### config.mk
export PLATFORM = sky130hd
export DESIGN_NAME = removable_storage_health_fsm
export DESIGN_NICKNAME = d
export VERILOG_FILES = /design/src/hw/rtl/rsh_pkg.sv /design/src/hw/rtl/rsh_update.sv /design/src/hw/rtl/removable_storage_health_fsm.sv
export SDC_FILE = /design/constraint.sdc
export NUM_CORES = 1
export LEC_CHECK = 0
export BUFFER_PORTS_ARGS = -buffer_cell sky130_fd_sc_hd__buf_2
export CAP_MARGIN = 15
export CORE_UTILIZATION = 50
export CTS_BUF_LIST = sky130_fd_sc_hd__clkbuf_4 sky130_fd_sc_hd__clkbuf_8 sky130_fd_sc_hd__clkbuf_16
export DETAILED_ROUTE_END_ITERATION = 12
export PLACE_DENSITY = 0.69
export RECOVER_POWER = 50
export SETUP_SLACK_MARGIN = 0.05
export SYNTH_ARGS = -nofsm -noshare
export SYNTH_HDL_FRONTEND = slang
export SYNTH_HIERARCHICAL = 1
export SYNTH_SLANG_ARGS = --single-unit
### constraint.sdc
create_clock -name aclk -period 4.6 [get_ports aclk]
set_input_delay 0.23 -clock aclk [delete_from_list [all_inputs] [get_ports aclk]]
set_output_delay 0.23 -clock aclk [all_outputs]
set_load 0.05 [all_outputs]
### src/hw/rtl/rsh_pkg.sv
// Package for the removable storage health tracker.
// Holds the state, operation and register-index codes and the structs used by the update
// logic and the top level; the checker uses the state codes. No dependencies.
package rsh_pkg;

    typedef enum logic [1:0] {
        MEDIUM_ABSENT  = 2'd0,
        MEDIUM_READY   = 2'd1,
        MEDIUM_FAULTED = 2'd2
    } medium_state_t;

    typedef enum logic [1:0] {
        OP_START     = 2'd0,
        OP_IO_RESULT = 2'd1,
        OP_DUE_CHECK = 2'd2,
        OP_PROBE     = 2'd3
    } op_t;

    localparam int CFG_INDEX_W = 1;
    localparam logic [CFG_INDEX_W-1:0] CFG_FAILURE_THRESHOLD = 1'b0;
    localparam logic [CFG_INDEX_W-1:0] CFG_PROBE_INTERVAL    = 1'b1;

    localparam logic [7:0]  RUN_MAX               = 8'hFF;
    localparam logic [7:0]  THRESHOLD_RESET       = 8'd1;
    localparam logic [31:0] PROBE_INTERVAL_RESET  = 32'd1000;

    localparam int S_TDATA_W = 40;
    localparam int S_TUSER_W = 2;
    localparam int M_TDATA_W = 72;

    typedef struct packed {
        op_t         op;
        logic [31:0] now_ms;
        logic        io_ok;
        logic        medium_present;
        logic        mount_succeeded;
    } item_t;

    typedef struct packed {
        logic [7:0]  failure_threshold;
        logic [31:0] probe_interval;
    } cfg_t;

    typedef struct packed {
        medium_state_t medium_state;
        logic [7:0]    failure_run;
        logic [31:0]   last_probe_time;
        logic [31:0]   mounts_total;
        logic [31:0]   faults_total;
    } track_t;

    typedef struct packed {
        medium_state_t storage_state;
        logic          state_event;
        logic          probe_due;
        logic [31:0]   mount_count;
        logic [31:0]   fault_count;
    } result_t;

endpackage

### src/hw/rtl/rsh_update.sv
// Single-pass update logic of the storage health tracker.
// Computes the next tracker state and the result beat for one item.
// Depends on rsh_pkg.
module rsh_update (
    input  rsh_pkg::item_t   item,
    input  rsh_pkg::cfg_t    cfg,
    input  rsh_pkg::track_t  cur,
    output rsh_pkg::track_t  nxt,
    output rsh_pkg::result_t res
);

    logic [7:0] thr_eff;
    logic [7:0] run_inc;
    logic [31:0] elapsed;

    assign thr_eff = (cfg.failure_threshold == 8'd0) ? 8'd1 : cfg.failure_threshold;
    assign run_inc = (cur.failure_run < rsh_pkg::RUN_MAX) ? cur.failure_run + 8'd1
                                                         : rsh_pkg::RUN_MAX;
    assign elapsed = item.now_ms - cur.last_probe_time;

    // next state
    always_comb begin
        nxt = cur;
        unique case (item.op)
            rsh_pkg::OP_START: begin
                nxt.medium_state    = rsh_pkg::MEDIUM_ABSENT;
                nxt.failure_run     = 8'd0;
                nxt.last_probe_time = item.now_ms - cfg.probe_interval;
                nxt.mounts_total    = 32'd0;
                nxt.faults_total    = 32'd0;
            end
            rsh_pkg::OP_IO_RESULT: begin
                if (cur.medium_state == rsh_pkg::MEDIUM_READY) begin
                    if (item.io_ok) begin
                        nxt.failure_run = 8'd0;
                    end else begin
                        nxt.failure_run = run_inc;
                        if (run_inc >= thr_eff) begin
                            nxt.medium_state = rsh_pkg::MEDIUM_FAULTED;
                            nxt.faults_total = cur.faults_total + 32'd1;
                        end
                    end
                end
            end
            rsh_pkg::OP_DUE_CHECK: begin
                nxt = cur;
            end
            rsh_pkg::OP_PROBE: begin
                nxt.last_probe_time = item.now_ms;
                nxt.failure_run     = 8'd0;
                if (item.medium_present && item.mount_succeeded) begin
                    nxt.medium_state = rsh_pkg::MEDIUM_READY;
                    if (cur.medium_state != rsh_pkg::MEDIUM_READY) begin
                        nxt.mounts_total = cur.mounts_total + 32'd1;
                    end
                end else begin
                    nxt.medium_state = rsh_pkg::MEDIUM_ABSENT;
                end
            end
        endcase
    end

    // result beat
    always_comb begin
        res.storage_state = nxt.medium_state;
        res.mount_count   = nxt.mounts_total;
        res.fault_count   = nxt.faults_total;
        res.state_event   = 1'b0;
        res.probe_due     = 1'b0;
        unique case (item.op)
            rsh_pkg::OP_START: begin
                res.state_event = 1'b0;
            end
            rsh_pkg::OP_IO_RESULT: begin
                res.state_event = (nxt.medium_state == rsh_pkg::MEDIUM_FAULTED) &&
                                  (cur.medium_state == rsh_pkg::MEDIUM_READY);
            end
            rsh_pkg::OP_DUE_CHECK: begin
                res.probe_due = (cur.medium_state != rsh_pkg::MEDIUM_READY) &&
                                (elapsed >= cfg.probe_interval);
            end
            rsh_pkg::OP_PROBE: begin
                res.state_event = (nxt.medium_state != cur.medium_state);
            end
        endcase
    end

endmodule

### src/hw/rtl/removable_storage_health_fsm.sv
// Removable storage health tracker, top level: input register, update logic, result
// register, tracker state and configuration registers. Uses rsh_pkg, rsh_update.
// Beats pass the input register, then the result register; one item per cycle unless stalled.
// Stalls: the result register holds while m_tready is low; the input register holds behind it.
// Reset (aresetn low, synchronous): state absent, counters and probe time zero,
// threshold 1, probe interval 1000, both channels empty.
module removable_storage_health_fsm (
    input  logic        aclk,
    input  logic        aresetn,
    input  logic        s_tvalid,
    output logic        s_tready,
    // now_ms[31:0], io_ok, medium_present, mount_succeeded, zeros
    input  logic [rsh_pkg::S_TDATA_W-1:0] s_tdata,
    input  logic [rsh_pkg::S_TUSER_W-1:0] s_tuser,  // operation[1:0]
    output logic        m_tvalid,
    input  logic        m_tready,
    // storage_state[1:0], state_event, probe_due, mount_count[31:0], fault_count[31:0], zeros
    output logic [rsh_pkg::M_TDATA_W-1:0] m_tdata,
    input  logic        cfg_wr_en,
    input  logic [rsh_pkg::CFG_INDEX_W-1:0] cfg_index,
    input  logic [31:0] cfg_wdata
);

    logic             in_valid_reg;
    rsh_pkg::item_t   in_item_reg;
    logic             out_valid_reg;
    logic             out_valid_next;
    rsh_pkg::result_t out_res_reg;
    rsh_pkg::track_t  track_reg;
    rsh_pkg::track_t  track_next;
    rsh_pkg::result_t res_next;
    rsh_pkg::cfg_t    cfg_reg;
    rsh_pkg::item_t   s_item;
    logic             advance;
    logic             s_accept;

    assign s_item.op              = rsh_pkg::op_t'(s_tuser);
    assign s_item.now_ms          = s_tdata[31:0];
    assign s_item.io_ok           = s_tdata[32];
    assign s_item.medium_present  = s_tdata[33];
    assign s_item.mount_succeeded = s_tdata[34];

    assign advance  = in_valid_reg && (!out_valid_reg || m_tready);
    assign s_tready = !in_valid_reg || advance;
    assign s_accept = s_tvalid && s_tready;

    assign out_valid_next = advance ? 1'b1 : (out_valid_reg && !m_tready);

    rsh_update u_update (
        .item (in_item_reg),
        .cfg  (cfg_reg),
        .cur  (track_reg),
        .nxt  (track_next),
        .res  (res_next)
    );

    always_ff @(posedge aclk) begin
        if (!aresetn) begin
            in_valid_reg  <= 1'b0;
            out_valid_reg <= 1'b0;
            track_reg     <= '{medium_state: rsh_pkg::MEDIUM_ABSENT, default: '0};
            cfg_reg.failure_threshold <= rsh_pkg::THRESHOLD_RESET;
            cfg_reg.probe_interval    <= rsh_pkg::PROBE_INTERVAL_RESET;
        end else begin
            if (s_tready) begin
                in_valid_reg <= s_tvalid;
            end
            out_valid_reg <= out_valid_next;
            if (advance) begin
                track_reg <= track_next;
            end
            if (cfg_wr_en) begin
                unique case (cfg_index)
                    rsh_pkg::CFG_FAILURE_THRESHOLD: cfg_reg.failure_threshold <= cfg_wdata[7:0];
                    rsh_pkg::CFG_PROBE_INTERVAL:    cfg_reg.probe_interval    <= cfg_wdata;
                endcase
            end
        end
    end

    always_ff @(posedge aclk) begin
        if (s_accept) begin
            in_item_reg <= s_item;
        end
        if (advance) begin
            out_res_reg <= res_next;
        end
    end

    assign m_tvalid = out_valid_reg;
    assign m_tdata  = {4'b0000, out_res_reg.fault_count, out_res_reg.mount_count,
                       out_res_reg.probe_due, out_res_reg.state_event,
                       out_res_reg.storage_state};

endmodule

==> flow_metrics.env <==
export IMPL_status="finished with violations"
export IMPL_violations="capacitance limit, slew limit"
export IMPL_largest_register_ffs=106
export IMPL_final_cell_mix="401 x nand2_1, 148 x dfxtp_1, 129 x mux2i_1"
export IMPL_detail_route_antenna_nets=0
export IMPL_crit_path_frequent_cell="a21o_1"
export IMPL_sw_frac_of_total=0.285
export IMPL_relSlewSlack=-2.18
export IMPL_clk_pin_slew_ps=60
export IMPL_tns_ps=0
export IMPL_placed_cells=2262
export IMPL_final_common_cell="nand2_1"
export IMPL_p_int_w=0.00436
export IMPL_cpMaxStageDelayCell="edfxtp_1"
export IMPL_row_count=65
export IMPL_setup_violations=0
export IMPL_grt_first_pass_wirelength_um=60800
export IMPL_nets=2154
export IMPL_power_density_nw_per_um2=333
export IMPL_crit_arrival_ps=4530
export IMPL_critPathBufInv=0
export IMPL_critPathKind="flop to flop"
export IMPL_slowest_delay_ps=400
export IMPL_place_area_um2=16700
export IMPL_final_cell_count_no_fill=2387
export IMPL_power_leakage_nw=7.01
export IMPL_fmax_ghz=0.236
export IMPL_min_from="m_tready"
export IMPL_startpoint="in_item_reg[11]"
export IMPL_path_cells="ha_1 > and3_1 > a221oi_2 > a21boi_4 > o21ai_4 > a21o_1 > a311o_1 > a21oi_1 > xnor2_1 > ha_1 > a21o_1 > a21o_1 > a21o_1 > a21oi_1 > nor2b_1 > o21ai_0 > nand2b_1 > a21oi_1 > a211oi_1"
export IMPL_cts_buffers=29
export IMPL_min_period_ps=4230
export IMPL_drtIter0Drc=823
export IMPL_combPwrFrac=0.196
export IMPL_first_pass_iters=5
export IMPL_wl_per_cell_um=15.6
export IMPL_synthArstFlopShare=0
export IMPL_synth_area_um2=16200
export IMPL_antenna_found_initial=0
export IMPL_synth_cells=1855
export IMPL_ys_warn_count=6
export IMPL_cts_path_max_buffers=3
export IMPL_viasPerCell=5.50
export IMPL_end_kind="flop"
export IMPL_avgSynthCellArea_um2=8.74
export IMPL_vias=13100
export IMPL_clock_latency_ps=570
export IMPL_portBuffers=144
export IMPL_yosysSeqAreaShare=0.377
export IMPL_die_h_um=182
export IMPL_p_seq_frac=0.404
export IMPL_area_growth_pct=12.9
export IMPL_cts_tree="built"
export IMPL_worstPathMaxFanout=6
export IMPL_synth_edf_count=105
export IMPL_remaining_drc_errors=0
export IMPL_routed_wl_um=37300
export IMPL_rsz0062_at_grt="false"
export IMPL_grt_overflow_total=0
export IMPL_fin_skew_ps=11.9
export IMPL_root_buffer="clkbuf_16"
export IMPL_start_kind="flop"
export IMPL_initial_core_util=0.511
export IMPL_pin_count=154
export IMPL_tightest_slew_ps=4770
export IMPL_synth_seq_cells=253
export IMPL_cap_violations=4
export IMPL_hpwl_um=25300
export IMPL_antenna_cells=0
export IMPL_core_um2=31700
export IMPL_cts_setup_buffers=0
export IMPL_vdd_drop_max_uv=290
export IMPL_clkPwrFrac=0.400
export IMPL_path_delay_family="compound AO/OA/AOI/OAI gates"
export IMPL_hold_class="input port to flop"
export IMPL_design_area_um2=18300
export IMPL_grtUsageTotal=0.222
export IMPL_drive_above_1_share=0.0806
export IMPL_die_w_um=182
export IMPL_maxSlewViolCount=325
export IMPL_grt_pass1_vias=12500
export IMPL_synth_cell_types=71
export IMPL_die_area_um2=33200
export IMPL_critPathRequiredTime_ps=4900
export IMPL_finalHoldViolations=0
export IMPL_synth_top_flop_cell="dfxtp_1"
export IMPL_post_route_period_util=0.921
export IMPL_gp_congestion=0.931
export IMPL_ctsHtreeMaxLevel=1
export IMPL_power_net_switching_w=0.00174
export IMPL_r2r_start="in_item_reg[11]"
export IMPL_numClockSinks=253
export IMPL_grt_max_degree=142
power by group through the flow:
stage               Sequential, W  Combinational [W]  Clock (W)
floorplan                 0.00261           0.000768          0
global route              0.00247            0.00132    0.00259
detailed placement        0.00251            0.00113          0
CTS                       0.00246            0.00118    0.00250
finish                    0.00246            0.00120    0.00244
global placement          0.00251            0.00111          0
worst reg2reg max path, delay by kind of cell, from the launching register on:
family,cells,cell delay (ps)
and+or+nand+nor,3,360
DFF,1,400
adders and majority gates,2,620
xor gates and xnor gates,1,140
AOI/OAI and AO/OA,13,2450
cells in the mapped netlist (all sizes together), types with 13 or more instances:
cell type | instances | area [µm²]
o21ai | 53 | 269
nand3 | 51 | 260
mux2i | 129 | 1290
a21o | 51 | 384
a21oi | 96 | 480
dfxtp | 148 | 2960
nor2 | 88 | 330
edfxtp | 105 | 3150
nand2 | 401 | 1510
a21boi | 37 | 278
ha | 110 | 1380
xnor2 | 43 | 377
a221oi | 17 | 149
nand4 | 29 | 181
nand2b | 13 | 81.3
buf | 107 | 769
xor2 | 44 | 385
nor2b | 17 | 114
a22oi | 18 | 135
clkbuf | 52 | 196
nor3 | 15 | 80.1
inv | 97 | 364
and3 | 19 | 119
final cells by class:
type	instances	area, µm²
inverters	97	364
clock inverters	15	178
clock buffers	39	850
fillers	2857	13400
multi-input cells	1349	8830
repair buffers	232	1470
flip-flops and latches	253	6120
well taps	402	503
kinds of logic (layout without fill, tap and decap cells):
logic type | after synthesis | count (layout) | synth area share
AO/OA/AOI/OAI | 350 | 350 | 0.147
XOR/XNOR | 87 | 87 | 0.0470
adder cells (fa/ha/maj) | 112 | 112 | 0.0873
buffers and inverters | 256 | 383 | 0.0820
flip-flops | 253 | 253 | 0.377
multiplexers | 129 | 129 | 0.0796
other | 1 | 4 | 0.000231
AND/OR/NAND/NOR | 667 | 667 | 0.179
final timing paths:
check	end	slack (ps)	depth (start not counted)
worst max-delay path	m_tdata[3]	370	19
worst min-delay path	m_tvalid	30	3
worst max register to register	m_tdata[3]	370	19
worst min register to register	track_reg[70]	450	2
through the flow:
stage / setup slack (ps) / power (W) / util / hold WS [ps]
floorplan: 655 / 0.00337 / - / 329
global placement: 187 / 0.00362 / 0.525 / 409
detailed placement: 153 / 0.00364 / 0.525 / 408
CTS: 102 / 0.00615 / 0.580 / 1.92
global route: 34.2 / 0.00639 / 0.577 / 41.5
finish: 366 / 0.00610 / 0.577 / 25.4
per-layer routing:
metal	vias to the layer above	track usage	routed length, µm
li1	6607	-	-
met1	6159	0.288	16700
met2	306	0.391	18000
met3	59	0.0279	1740
met4	0	0.0514	752
met5	-	0	0
what timing repair did:
action / in CTS / in global routing
hold buffers: 70 / 0
setup endpoints to repair: 0 / 1
hold endpoints to repair: 78 / 0
resized for setup: 0 / 11
No activity file was read; power rests on OpenSTA's default activity.
